==> src/sv/uapq_pkg.sv <==
package uapq_pkg;

  localparam logic [1:0] FUNC_INSERT = 2'd0;
  localparam logic [1:0] FUNC_PEEK   = 2'd1;
  localparam logic [1:0] FUNC_DELETE = 2'd2;

  localparam logic [1:0] STATUS_OK    = 2'd0;
  localparam logic [1:0] STATUS_FULL  = 2'd1;
  localparam logic [1:0] STATUS_EMPTY = 2'd2;

  localparam int VALUE_W = 32;
  localparam int PRIO_W  = 16;
  localparam int FILL_W  = 4;

  typedef enum logic [2:0] {
    S_IDLE,
    S_DECODE,
    S_SCAN,
    S_SCAN_WAIT,
    S_SHIFT_SET,
    S_SHIFT,
    S_SHIFT_WAIT,
    S_DONE
  } state_t;

  typedef struct packed {
    logic       load;
    logic       ins_write;
    logic       set_res;
    logic [1:0] res_code;
    logic       res_best;
    logic       scan_start;
    logic       scan_step;
    logic       shift_start;
    logic       shift_step;
    logic       count_dec;
    logic       out_load;
  } cmd_t;

  typedef struct packed {
    logic [1:0] func;
    logic       full;
    logic       empty;
    logic       idx_last;
    logic       out_free;
  } stat_t;

endpackage

==> src/sv/uapq_ctrl.sv <==
module uapq_ctrl (
  input  logic             clk,
  input  logic             rst,
  input  logic             in_valid,
  output logic             in_stall,
  input  uapq_pkg::stat_t  stat,
  output uapq_pkg::cmd_t   cmd
);

  uapq_pkg::state_t state, state_next;

  always_ff @(posedge clk) begin
    if (rst) begin
      state <= uapq_pkg::S_IDLE;
    end else begin
      state <= state_next;
    end
  end

  always_comb begin
    state_next = state;
    cmd        = '0;
    in_stall   = rst | (state != uapq_pkg::S_IDLE);
    case (state)
      uapq_pkg::S_IDLE: begin
        if (in_valid) begin
          cmd.load   = 1'b1;
          state_next = uapq_pkg::S_DECODE;
        end
      end
      uapq_pkg::S_DECODE: begin
        cmd.set_res = 1'b1;
        cmd.res_code = uapq_pkg::STATUS_OK;
        state_next = uapq_pkg::S_DONE;
        case (stat.func)
          uapq_pkg::FUNC_INSERT: begin
            if (stat.full) begin
              cmd.res_code = uapq_pkg::STATUS_FULL;
            end else begin
              cmd.ins_write = 1'b1;
            end
          end
          uapq_pkg::FUNC_PEEK, uapq_pkg::FUNC_DELETE: begin
            if (stat.empty) begin
              cmd.res_code = uapq_pkg::STATUS_EMPTY;
            end else begin
              cmd.res_best   = 1'b1;
              cmd.scan_start = 1'b1;
              state_next     = uapq_pkg::S_SCAN;
            end
          end
          default: begin
            // unused code: no operation
          end
        endcase
      end
      uapq_pkg::S_SCAN: begin
        cmd.scan_step = 1'b1;
        if (stat.idx_last) begin
          state_next = uapq_pkg::S_SCAN_WAIT;
        end
      end
      uapq_pkg::S_SCAN_WAIT: begin
        if (stat.func == uapq_pkg::FUNC_DELETE) begin
          state_next = uapq_pkg::S_SHIFT_SET;
        end else begin
          state_next = uapq_pkg::S_DONE;
        end
      end
      uapq_pkg::S_SHIFT_SET: begin
        cmd.shift_start = 1'b1;
        state_next      = uapq_pkg::S_SHIFT;
      end
      uapq_pkg::S_SHIFT: begin
        if (stat.idx_last) begin
          state_next = uapq_pkg::S_SHIFT_WAIT;
        end else begin
          cmd.shift_step = 1'b1;
        end
      end
      uapq_pkg::S_SHIFT_WAIT: begin
        cmd.count_dec = 1'b1;
        state_next    = uapq_pkg::S_DONE;
      end
      uapq_pkg::S_DONE: begin
        if (stat.out_free) begin
          cmd.out_load = 1'b1;
          state_next   = uapq_pkg::S_IDLE;
        end
      end
      default: begin
        state_next = uapq_pkg::S_IDLE;
      end
    endcase
  end

endmodule

==> src/sv/uapq_dp.sv <==
module uapq_dp #(
  parameter int QUEUE_DEPTH = 8
) (
  input  logic                                 clk,
  input  logic                                 rst,
  input  logic [1:0]                           func,
  input  logic signed [uapq_pkg::VALUE_W-1:0]  item_value,
  input  logic [uapq_pkg::PRIO_W-1:0]          item_priority,
  input  logic                                 out_stall,
  output logic                                 out_valid,
  output logic signed [uapq_pkg::VALUE_W-1:0]  out_value,
  output logic [1:0]                           status,
  output logic [uapq_pkg::FILL_W-1:0]          fill_level,
  input  uapq_pkg::cmd_t                       cmd,
  output uapq_pkg::stat_t                      stat
);

  localparam int AW = (QUEUE_DEPTH > 1) ? $clog2(QUEUE_DEPTH) : 1;
  localparam int CW = $clog2(QUEUE_DEPTH + 1);
  localparam int MW = uapq_pkg::PRIO_W + uapq_pkg::VALUE_W;

  // entry store: priority in the upper bits, value in the lower bits
  logic [MW-1:0] mem [QUEUE_DEPTH];

  logic [1:0]                          op_func;
  logic [uapq_pkg::VALUE_W-1:0]        op_value;
  logic [uapq_pkg::PRIO_W-1:0]         op_prio;
  logic [CW-1:0]                       count;
  logic [AW-1:0]                       idx;
  logic [AW-1:0]                       best_idx;
  logic [uapq_pkg::PRIO_W-1:0]         best_prio;
  logic [uapq_pkg::VALUE_W-1:0]        best_val;
  logic [1:0]                          res_status;
  logic                                res_best;

  logic [MW-1:0]   rd_data;
  logic [AW-1:0]   rd_idx;
  logic            rd_ok;
  logic            rd_shift;

  logic            rd_en;
  logic [AW-1:0]   rd_addr;
  logic            wr_en;
  logic [AW-1:0]   wr_addr;
  logic [MW-1:0]   wr_data;
  logic            take_best;

  always_comb begin
    rd_en   = cmd.scan_step | cmd.shift_step;
    rd_addr = cmd.shift_step ? AW'(idx + AW'(1)) : idx;
    wr_en   = cmd.ins_write | (rd_ok & rd_shift);
    if (cmd.ins_write) begin
      wr_addr = count[AW-1:0];
      wr_data = {op_prio, op_value};
    end else begin
      wr_addr = AW'(rd_idx - AW'(1));
      wr_data = rd_data;
    end
    take_best = rd_ok & ~rd_shift &
                ((rd_idx == '0) | (rd_data[MW-1 -: uapq_pkg::PRIO_W] > best_prio));
  end

  always_ff @(posedge clk) begin
    if (wr_en) begin
      mem[wr_addr] <= wr_data;
    end
    rd_data <= mem[rd_addr];
  end

  always_ff @(posedge clk) begin
    if (rst) begin
      count     <= '0;
      rd_ok     <= 1'b0;
      rd_shift  <= 1'b0;
      out_valid <= 1'b0;
    end else begin
      rd_ok    <= rd_en;
      rd_shift <= cmd.shift_step;
      if (cmd.ins_write) begin
        count <= CW'(count + CW'(1));
      end else if (cmd.count_dec) begin
        count <= CW'(count - CW'(1));
      end
      if (cmd.out_load) begin
        out_valid <= 1'b1;
      end else if (!out_stall) begin
        out_valid <= 1'b0;
      end
    end
  end

  always_ff @(posedge clk) begin
    rd_idx <= rd_addr;
    if (cmd.load) begin
      op_func  <= func;
      op_value <= item_value;
      op_prio  <= item_priority;
    end
    if (cmd.set_res) begin
      res_status <= cmd.res_code;
      res_best   <= cmd.res_best;
    end
    if (cmd.scan_start) begin
      idx <= '0;
    end else if (cmd.shift_start) begin
      idx <= best_idx;
    end else if (rd_en) begin
      idx <= AW'(idx + AW'(1));
    end
    if (take_best) begin
      best_idx  <= rd_idx;
      best_prio <= rd_data[MW-1 -: uapq_pkg::PRIO_W];
      best_val  <= rd_data[uapq_pkg::VALUE_W-1:0];
    end
    if (cmd.out_load) begin
      out_value  <= res_best ? best_val : '0;
      status     <= res_status;
      fill_level <= uapq_pkg::FILL_W'(count);
    end
  end

  always_comb begin
    stat.func     = op_func;
    stat.full     = (count == CW'(QUEUE_DEPTH));
    stat.empty    = (count == '0);
    stat.idx_last = (CW'(idx) == CW'(count - CW'(1)));
    stat.out_free = ~out_valid | ~out_stall;
  end

endmodule

==> src/sv/unsorted_array_priority_queue.sv <==
// bounded priority queue of (value, priority) pairs kept in arrival order
//
// input channel: func, item_value, item_priority with in_valid / in_stall;
// a beat is taken when in_valid is high and in_stall is low. func selects
// insert, peek highest or delete highest. output channel: out_value,
// status, fill_level with out_valid / out_stall, one result beat per input.
//
// insert and the unused code go from decode straight to the result; peek
// walks the held entries once to scan for the highest priority, and delete
// walks them once to scan and once more from the removed slot to shift the
// later entries down. in_stall is high while an operation is in flight, so
// the next beat waits until the result is handed to the output register.
//
// the result sits in an output register, so the next beat is accepted while
// a finished result is still stalled; that next result waits in its final
// state until the output register is free.
//
// reset empties the queue (count to zero), drops any pending result and holds
// in_stall high; the entry store is not cleared, only slots below the count are read
module unsorted_array_priority_queue #(
  parameter int QUEUE_DEPTH = 8
) (
  input  logic                                clk,
  input  logic                                rst,
  input  logic                                in_valid,
  output logic                                in_stall,
  input  logic [1:0]                          func,
  input  logic signed [uapq_pkg::VALUE_W-1:0] item_value,
  input  logic [uapq_pkg::PRIO_W-1:0]         item_priority,
  output logic                                out_valid,
  input  logic                                out_stall,
  output logic signed [uapq_pkg::VALUE_W-1:0] out_value,
  output logic [1:0]                          status,
  output logic [uapq_pkg::FILL_W-1:0]         fill_level
);

  uapq_pkg::cmd_t  cmd;
  uapq_pkg::stat_t stat;

  // sequencer: decode, scan, shift and result hand-off
  uapq_ctrl u_ctrl (
    .clk      (clk),
    .rst      (rst),
    .in_valid (in_valid),
    .in_stall (in_stall),
    .stat     (stat),
    .cmd      (cmd)
  );

  // entry store, count, best-so-far tracking and output register
  uapq_dp #(
    .QUEUE_DEPTH (QUEUE_DEPTH)
  ) u_dp (
    .clk           (clk),
    .rst           (rst),
    .func          (func),
    .item_value    (item_value),
    .item_priority (item_priority),
    .out_stall     (out_stall),
    .out_valid     (out_valid),
    .out_value     (out_value),
    .status        (status),
    .fill_level    (fill_level),
    .cmd           (cmd),
    .stat          (stat)
  );

`ifndef NO_ASSERTIONS
  // an insert never writes into a full queue
  a_no_write_full: assert property (@(posedge clk) disable iff (rst)
    cmd.ins_write |-> !stat.full)
    else $error("insert write while queue full");

  // a new result never overwrites one still stalled at the output
  a_out_load_free: assert property (@(posedge clk) disable iff (rst)
    cmd.out_load |-> stat.out_free)
    else $error("result loaded over a stalled beat");

  // a result beat only appears after the sequencer loaded it
  a_out_from_load: assert property (@(posedge clk) disable iff (rst)
    $rose(out_valid) |-> $past(cmd.out_load))
    else $error("output valid without a result load");

  // the queue cannot be full and empty at once
  a_full_empty: assert property (@(posedge clk) disable iff (rst)
    !(stat.full && stat.empty))
    else $error("queue count inconsistent");
`endif

endmodule

==> config.mk <==
export PLATFORM = sky130hd
export DESIGN_NAME = unsorted_array_priority_queue
export DESIGN_NICKNAME = d
export VERILOG_FILES = /design/src/sv/uapq_pkg.sv /design/src/sv/uapq_ctrl.sv /design/src/sv/uapq_dp.sv /design/src/sv/unsorted_array_priority_queue.sv
export SDC_FILE = /design/constraint.sdc
export NUM_CORES = 1
export LEC_CHECK = 0
export BUFFER_PORTS_ARGS = -buffer_cell sky130_fd_sc_hd__buf_2
export CAP_MARGIN = 0
export CORE_UTILIZATION = 48
export CTS_CLUSTER_SIZE = 30
export DETAILED_ROUTE_END_ITERATION = 12
export SLEW_MARGIN = 10
export SYNTH_ARGS = -nofsm -noshare
export SYNTH_HDL_FRONTEND = slang
export SYNTH_SLANG_ARGS = --single-unit
==> constraint.sdc <==
create_clock -name clk -period 7.6 [get_ports clk]
set_input_delay 1.9 -clock clk [delete_from_list [all_inputs] [get_ports clk]]
set_output_delay 1.9 -clock clk [all_outputs]
set_load 0.1 [all_outputs]
---- After elaboration in Yosys (flattened, before gate mapping) ----
Memories as Yosys holds them, arrays and structs flattened. A register that Yosys moved wholly into a read port is not among the register bits.
Cells that the tools add are included.
word-level totals
  register bits after elaboration ......... 158
  bits in writable memories ............... 384
  output and inout port bits .............. 40
  word-level logic and storage cells ...... 97
  memories kept ........................... 1
memories
  memory    words  bits a word  rd ports  clocked after Yosys merged registers in  write ports  line           RTL
  u_dp.mem  8      48           1         1                                        1            uapq_dp.sv:23  logic [MW-1:0] mem [QUEUE_DEPTH];
operators by class
  add/subtract/negate cells ............... 4
  $lt $le $gt $ge ......................... 1
  equality and inequality tests ........... 16
  multiplexer cells ....................... 36
  bitwise logic cells ..................... 11
  reductions and logical operators ........ 10
operators with widths
  operator               count
  $mux W48               1
  $mux W3                10
  $pmux W3 S8            1
  $gt A16 B16 Y1         1
  $mux W1                16
  $eq A3 B3 Y1 const B   4
  $mux W2                4
  $mux W4                2
  $ne A2 B2 Y1 const B   4
  $eq A3 B2 Y1 const B   2
  $logic_not A3 Y1       2
  $mux W6                1
  $or A1 B1 Y1           5
  $add A4 B1 Y4 const B  1
  $eq A3 B4 Y1           1
  $eq A4 B4 Y1 const B   1
  $logic_not A4 Y1       1
  $pmux W2 S2            1
  $reduce_and A4 Y1      1
  $reduce_bool A2 Y1     2
  $sub A4 B1 Y4 const B  1
  $add A3 B1 Y3 const B  1
  $and A1 B1 Y1          3
  $eq A3 B1 Y1 const B   1
  other kinds (9)        11

---- Depth between registers and ports, before layout ----
Gate-level depths: netlist of run 1.
  depth after elaboration ................. 7
  gate-level depth with buffers ........... 14
  gate-level depth less buffers ........... 9

---- Cells and area by module ----
Synthesis of run 1 repeated with hierarchy kept, for this count alone.
unflattened totals
  cells, all modules ...................... 1,181
  area total of the unflattened synthesis .. 22,751.8 um2
modules (own cells, without submodules)
  module     instances  cells an instance  area an instance (um2)
  uapq_dp    1          1,135              22,371.5
  uapq_ctrl  1          46                 380.4

---- Least setup slack after synthesis of run 1 ----
OpenSTA, ideal clock, no wires.
  path kind ............................... input -> register
  start point ............................. input port in_valid
  end point ............................... register u_dp.op_func[0], enable pin
  arrival ................................. 5.373 ns
  required time ........................... 7.081 ns
  path slack .............................. 1.708 ns
  stages .................................. 2
  path buffers ............................ 0
  path through ............................ nand2b_1 nor3_1
RTL lines
  item                  line                                 RTL
  from (decl)           unsorted_array_priority_queue.sv:25  input logic in_valid,
  to (signal assigned)  uapq_dp.sv:95                        op_func <= func;
  to (decl)             uapq_dp.sv:25                        logic [1:0] op_func;

---- Final worst setup path of run 1 ----
  start point ............................. register u_ctrl.state[0]
  end point ............................... memory u_dp.mem[4][19] (netlist name), enable pin
on the way
  cells in the longest elaborated chain, start to end .. 5
ends and longest elaborated chain
  item                           line             RTL
  from (decl)                    uapq_ctrl.sv:10  uapq_pkg::state_t state, state_next;
  from (signal assigned)         uapq_ctrl.sv:14  state <= uapq_pkg::S_IDLE;
  from (signal assigned)         uapq_ctrl.sv:16  state <= state_next;
  $eq A3 B1 Y1 *                 uapq_ctrl.sv:24  case (state)
  $mux W6 *                      uapq_ctrl.sv:24
  $or A1 B1 Y1                   uapq_dp.sv:51    wr_en = cmd.ins_write | (rd_ok & rd_shift);
  $mux W1                        uapq_dp.sv:64    if (wr_en) begin
  $mux W1 (implied by the code)  uapq_dp.sv:65    mem[wr_addr] <= wr_data;
  to (decl)                      uapq_dp.sv:23
Every way passes the cells marked *; elsewhere a longest branch is shown, timed or not.

==> results.yml, run 1 <==
run_status:
  status: "finished clean"
clock_network:
  cts_root_buffer: "clkbuf_16"
  htreeDepth: 3
  cts_sinks: 590
  tritoncts: "done"
  clkLatencyLatePin_ps: 590
  cts-buffers-inserted: 66
  clock_path_buffers: 3
  cts-hold-fix-buffers: 0
  cts.clk_slew.worst_paths_ps: 60
  cts_resized: 0
  cts_setup_buffers: 0
grt:
  grt_max_degree: 94
  grt_pass1_wl_um: 102100
  grt_antenna_before_repair: 1
  grt_pass1_vias: 17410
  grt_usage_pct: 25.32
  globalRouteOverflowTotal: 0
final_layout:
  num-fill-cells: 4229
  fin_nets: 2070
  finalInstanceArea_um2: 28530
  drive_gt1_share_pct: 12.73
  layout.area.seq_um2: 17080
  antenna_cells: 0
  syn_to_final_growth_pct: 12.68
  finish.utilization_pct: 55.17
  multi_input_area_um2: 7649
route:
  drt.antenna.violating_nets: 0
  via_per_inst: 6.408
  drc: 0
  drt_iter0_markers: 1599
  drtPass1Iterations: 5
  wl_per_cell_um: 24.91
  vias: 17450
  wl_um: 67820
logic_synthesis:
  synthTopCellsByArea: "edfxtp_1 (62%), a221oi_1 (6.6%), dfxtp_1 (5.1%), nand2_1 (4.6%), a22oi_1 (4.3%)"
  yosysWarningCount: 0
  syn_nets: 2036
  yosysTopAreaCellShare_pct: 62.38
  ys.flop_type: "edfxtp_1"
  syn_inst: 1958
  synth_top_cell_by_area: "edfxtp_1"
  synth_area_per_cell_um2: 12.93
  ys_types: 60
  yosys_register_bits: 590
  syn_area_um2: 25320
  synth.most_common_cell: "edfxtp_1"
  synthTopCellsByCount: "edfxtp_1 (526), nand2_1 (311), a221oi_1 (190)"
  synth-async-reset-ratio_pct: 0
  synth-edff-count: 526
  ys_seq_area_share_pct: 67.44
power_and_ir_drop:
  power_frac_comb_pct: 28.9
  peakVddDrop_uv: 246.9
  power.switching_mw: 3.714
  cellLeakagePower_nw: 9.817
  power_frac_seq_pct: 42.3
  p_sw_share_pct: 34.65
  power_density_nw_per_um2: 375.6
  internal_power_mw: 7.003
  clockPowerShare_pct: 28.9
worst_setup_path:
  crit_path_cell_trace: "nor3b_1, nand3_2, buf_4, nor2_1, a31oi_1, nor2_4, buf_4"
  required_ps: 7830
  worstPathMaxFanout: 41
  crit_slowest_cell: "nand3_2"
  crit_type: "register to register"
  worst-path-buf-inv: 2
  crit_top_cell: "buf_4"
  reg2reg_from: "u_ctrl.state[0]"
  slowest_delay_ps: 1090
  cp-end-kind: "register"
  crit_arrival_ps: 5330
  cp_top_family: "simple AND/OR/NAND/NOR gates"
  crit_start: "u_ctrl.state[0]"
  start_kind: "register"
timing:
  rsz0062_at_grt: "false"
  tightestPinTransition_ps: 1229
  slew_viol_final: 0
  skew_ps: 21.67
  whs_ps: 421.5
  fmax_ghz: 0.1962
  slew_headroom_pct: 18.06
  finalSetupViolCount: 0
  fin_crit_ps: 5097
  post-route-period-util_pct: 67.06
  fin_setup_tns_ps: 0
  hold_viol: 0
floorplan:
  dieArea_um2: 53670
  die_x_um: 231.7
  placementRows: 83
  die_y_um: 231.7
  fp.coreArea_um2: 51720
  ios: 94
  start_util_pct: 48.96
placement:
  place.gp.congestion: 0.7859
  placement.cell_area_um2: 26430
  port_buffers: 93
  dp_hpwl_um: 34700
hold_path:
  hold_class: "register to register"
  hold_start: "u_dp.res_status[0]"
job:
  maxCapViolations: 0
[state kept, by name, summed over array words and instances, names as in the netlist, 4 cells and up]
register / cells
u_dp.best_prio: 16
u_dp.best_val: 32
u_dp.count: 4
u_dp.fill_level: 4
u_dp.mem: 384
u_dp.op_prio: 16
u_dp.op_value: 32
u_dp.out_value: 32
u_dp.rd_data: 48
[area by class of cell]
class / instances / area share (%)
tap: 680 / 2.982
timing repair buffer: 130 / 2.605
clock buffer: 77 / 6.192
inverter: 28 / 0.3728
clock inverter: 42 / 1.171
multi-input combinational: 1176 / 26.81
sequential: 590 / 59.87
[logic make-up after synthesis]
logic type	after synthesis	synth area share [%]
AO/OA/AOI/OAI	587	16.66
XOR/XNOR	11	0.3805
adder cells (fa/ha/maj)	24	1.186
buffers and inverters	192	3.187
flip-flops	590	67.44
multiplexers	53	2.100
AND/OR/NAND/NOR	501	9.043
[layer usage]
metal / up-vias / part of all wire (%) / global-route usage, %
li1: 7791 / - / -
met1: 8771 / 42 / 32.98
met2: 737 / 48 / 41.95
met3: 149 / 7.0 / 4.405
met4: 0 / 3.4 / 10.32
met5: - / 0 / 0
[cell usage in the layout (no fill, tap or decap), types with 27 or more instances in the layout]
cell,count
nor2_1,67
mux2i_1,51
o21ai_1,69
o21ai_0,83
buf_2,93
o22ai_1,49
and4_1,48
buf_4,37
nand2_1,310
clkbuf_16,69
and2_1,32
dfxtp_1,63
a221oi_1,190
inv_1,27
edfxtp_1,526
a22oi_1,146
[metrics by stage]
step                      cells  total power [mW]  setup WS, ps
after floorplan            1958             6.596          1708
after global placement     2604             7.570          2671
after detailed placement   2604             7.657          2560
after CTS                  2723             10.76          2486
after global routing       2723             11.21          2222
final                      2723             10.72          2503
[power by group through the flow]
stage	Sequential, mW	Clock [mW]	Combinational [mW]
2_1_floorplan	4.44	0	2.16
3_3_place_gp	4.59	0	2.98
3_5_place_dp	4.59	0	3.06
4_1_cts	4.53	3.15	3.08
5_1_grt	4.57	3.27	3.38
6_report	4.53	3.09	3.09
[worst paths after layout]
| path | slack [ps] | endpoint | cells after the start |
|---|---|---|---|
| hold / removal | 420 | u_dp.status[0] | 0 |
| setup / recovery | 2500 | u_dp.mem[4][19] | 7 |
| setup reg to reg | 2500 | u_dp.mem[4][19] | 7 |
| hold reg to reg | 420 | u_dp.status[0] | 0 |
(Power assumes the default switching activity.)
==> run 2: changes to the inputs <==
==> constraint.sdc (replaced) <==
create_clock -name clk -period 4.9 [get_ports clk]
set_input_delay 1.225 -clock clk [delete_from_list [all_inputs] [get_ports clk]]
set_output_delay 1.225 -clock clk [all_outputs]
set_load 0.1 [all_outputs]
==> results.yml, run 2 (synthesis results as in run 1) <==
run_status:
  status: "finished clean"
worst_setup_path:
  required_ps: 5390
  reg2reg_from: "u_dp.count[0]"
  r2r_end: "u_dp.rd_data[32]"
  crit_arrival_ps: 4580
  crit_type: "register to register"
  rrSetupSlack_ps: 810
  cp-end-kind: "register"
  ff2ff_path_depth: 10
  worstPathMaxFanout: 40
  start_kind: "register"
final_layout:
  finalInstanceArea_um2: 28840
  largest_register_ffs: 384
  mostFrequentLayoutCell: "edfxtp_1"
  regMostFlops: "u_dp.mem"
  fin_nets: 2079
  antenna_cells: 0
  reg_top3: "u_dp.mem (384), u_dp.rd_data (48)"
  syn_to_final_growth_pct: 13.90
  layout_common_cells: "edfxtp_1 (526), nand2_1 (310), a221oi_1 (190), a22oi_1 (146), buf_2 (93)"
  drive_gt1_share_pct: 12.72
floorplan:
  fp.coreArea_um2: 51720
  dieArea_um2: 53670
  die_x_um: 231.7
  ios: 94
  placementRows: 83
  die_y_um: 231.7
  start_util_pct: 48.96
hold_path:
  hold_class: "register to register"
  hold_path_depth: 0
  hold_end: "u_dp.status[1]"
  hold_start: "u_dp.res_status[1]"
power_and_ir_drop:
  power_density_nw_per_um2: 581.1
  power_mw: 16.76
  internal_power_mw: 11.05
  power.switching_mw: 5.705
  clockPowerShare_pct: 29.1
  peakVddDrop_uv: 483.1
  power_frac_seq_pct: 41.2
  p_sw_share_pct: 34.05
  cellLeakagePower_nw: 9.930
  power_frac_comb_pct: 29.7
placement:
  port_buffers: 93
  place.gp.congestion: 0.8004
  placement.cell_area_um2: 26710
  dp_hpwl_um: 34930
timing:
  slew_headroom_pct: 22.42
  hold_viol: 0
  skew_ps: 28.67
  rsz0062_at_grt: "false"
  post-route-period-util_pct: 83.39
  fmax_ghz: 0.2447
  fin_setup_tns_ps: 0
  fin_crit_ps: 4086
  tightestPinTransition_ps: 1164
  finalSetupViolCount: 0
  slew_viol_final: 0
clock_network:
  cts-hold-fix-buffers: 0
  tritoncts: "done"
  clock_path_buffers: 3
  cts_root_buffer: "clkbuf_16"
  cts_resized: 0
  cts-buffers-inserted: 67
  cts_setup_buffers: 0
  htreeDepth: 3
  cts_sinks: 590
  clkLatencyLatePin_ps: 610
  cts.clk_slew.worst_paths_ps: 50
route:
  vias: 17570
  via_per_inst: 6.430
  wl_um: 68450
  drtPass1Iterations: 6
  drt.antenna.violating_nets: 0
  wl_per_cell_um: 25.05
  drt_iter0_markers: 1955
  drc: 0
grt:
  grt_pass1_wl_um: 103900
  grt_usage_pct: 25.74
  grt_max_degree: 151
  grt_pass1_vias: 17250
  globalRouteOverflowTotal: 0
  grt_antenna_before_repair: 0
job:
  maxCapViolations: 0
## run 2: changes by cell type in the layout (fill, tap and decap cells not counted), sizes merged
cell,change
clkinvlp,-4
clkinv,-11
bufinv,+1
buf,+8
inv,-1
clkbuf,+16
## run 2: per-stage QoR
step | worst slack (ps) | instances | util (%) | hold slack (ps)
5_1_grt | 486.5 | 2732 | 55.76 | 427.8
4_1_cts | 858.0 | 2732 | 55.76 | 418.9
3_5_place_dp | 863.8 | 2612 | 51.64 | 406.1
2_1_floorplan | 375.1 | 1958 | - | 400.3
3_3_place_gp | 1038 | 2612 | 51.64 | 405.9
6_report | 813.8 | 2732 | 55.76 | 419.0
## run 2: how the worst max path moves through the flow
| stage | from | end | slack [ps] | cells after the start |
|---|---|---|---|---|
| after CTS | u_dp.count[0] | u_dp.rd_data[26] | 860 | 10 |
| after detailed placement | u_dp.count[0] | u_dp.rd_data[12] | 860 | 10 |
| after floorplan | u_ctrl.state[0] | u_dp.mem[3][0] | 380 | 7 |
| after global placement | u_dp.count[0] | u_dp.rd_data[13] | 1040 | 10 |
| final | u_dp.count[0] | u_dp.rd_data[32] | 810 | 10 |
| after global routing | u_dp.count[0] | u_dp.rd_data[29] | 490 | 10 |
## run 2: critical path, cell delays in order (launching register included)
cell	delay (ps)
dfxtp_1	530
inv_1	100
ha_1	370
xor2_1	380
o211ai_1	370
o21ai_2	710
a31oi_4	350
buf_4	460
a221oi_1	350
o21ai_1	120
and4_1	220
## run 2: power by group through the flow
stage / combinational [mW] / sequential (mW) / clock [mW]
after floorplan: 3.35 / 6.88 / 0
after global placement: 4.79 / 6.99 / 0
after detailed placement: 4.94 / 6.99 / 0
after CTS: 4.96 / 6.90 / 4.95
after global routing: 5.45 / 6.95 / 5.14
final: 4.98 / 6.90 / 4.87
## run 2: routing by layer
metal	wire length, um	track usage (%)	part of all wire (%)	vias up
met2	32200	41.93	47	801
met4	1659	7.730	2.4	0
met1	28880	35.16	42	8846
met3	5701	4.626	8.3	123
met5	0	0	0	-
li1	-	-	-	7798
## run 2: final cells by class
class	count	area [um^2]
Fill cell	4191	22880
Inverter	28	105.1
Tap cell	680	850.8
Timing Repair Buffer	138	1016
Clock buffer	93	1868
Sequential cell	590	17080
Clock inverter	27	261.5
Multi-Input combinational cell	1176	7656
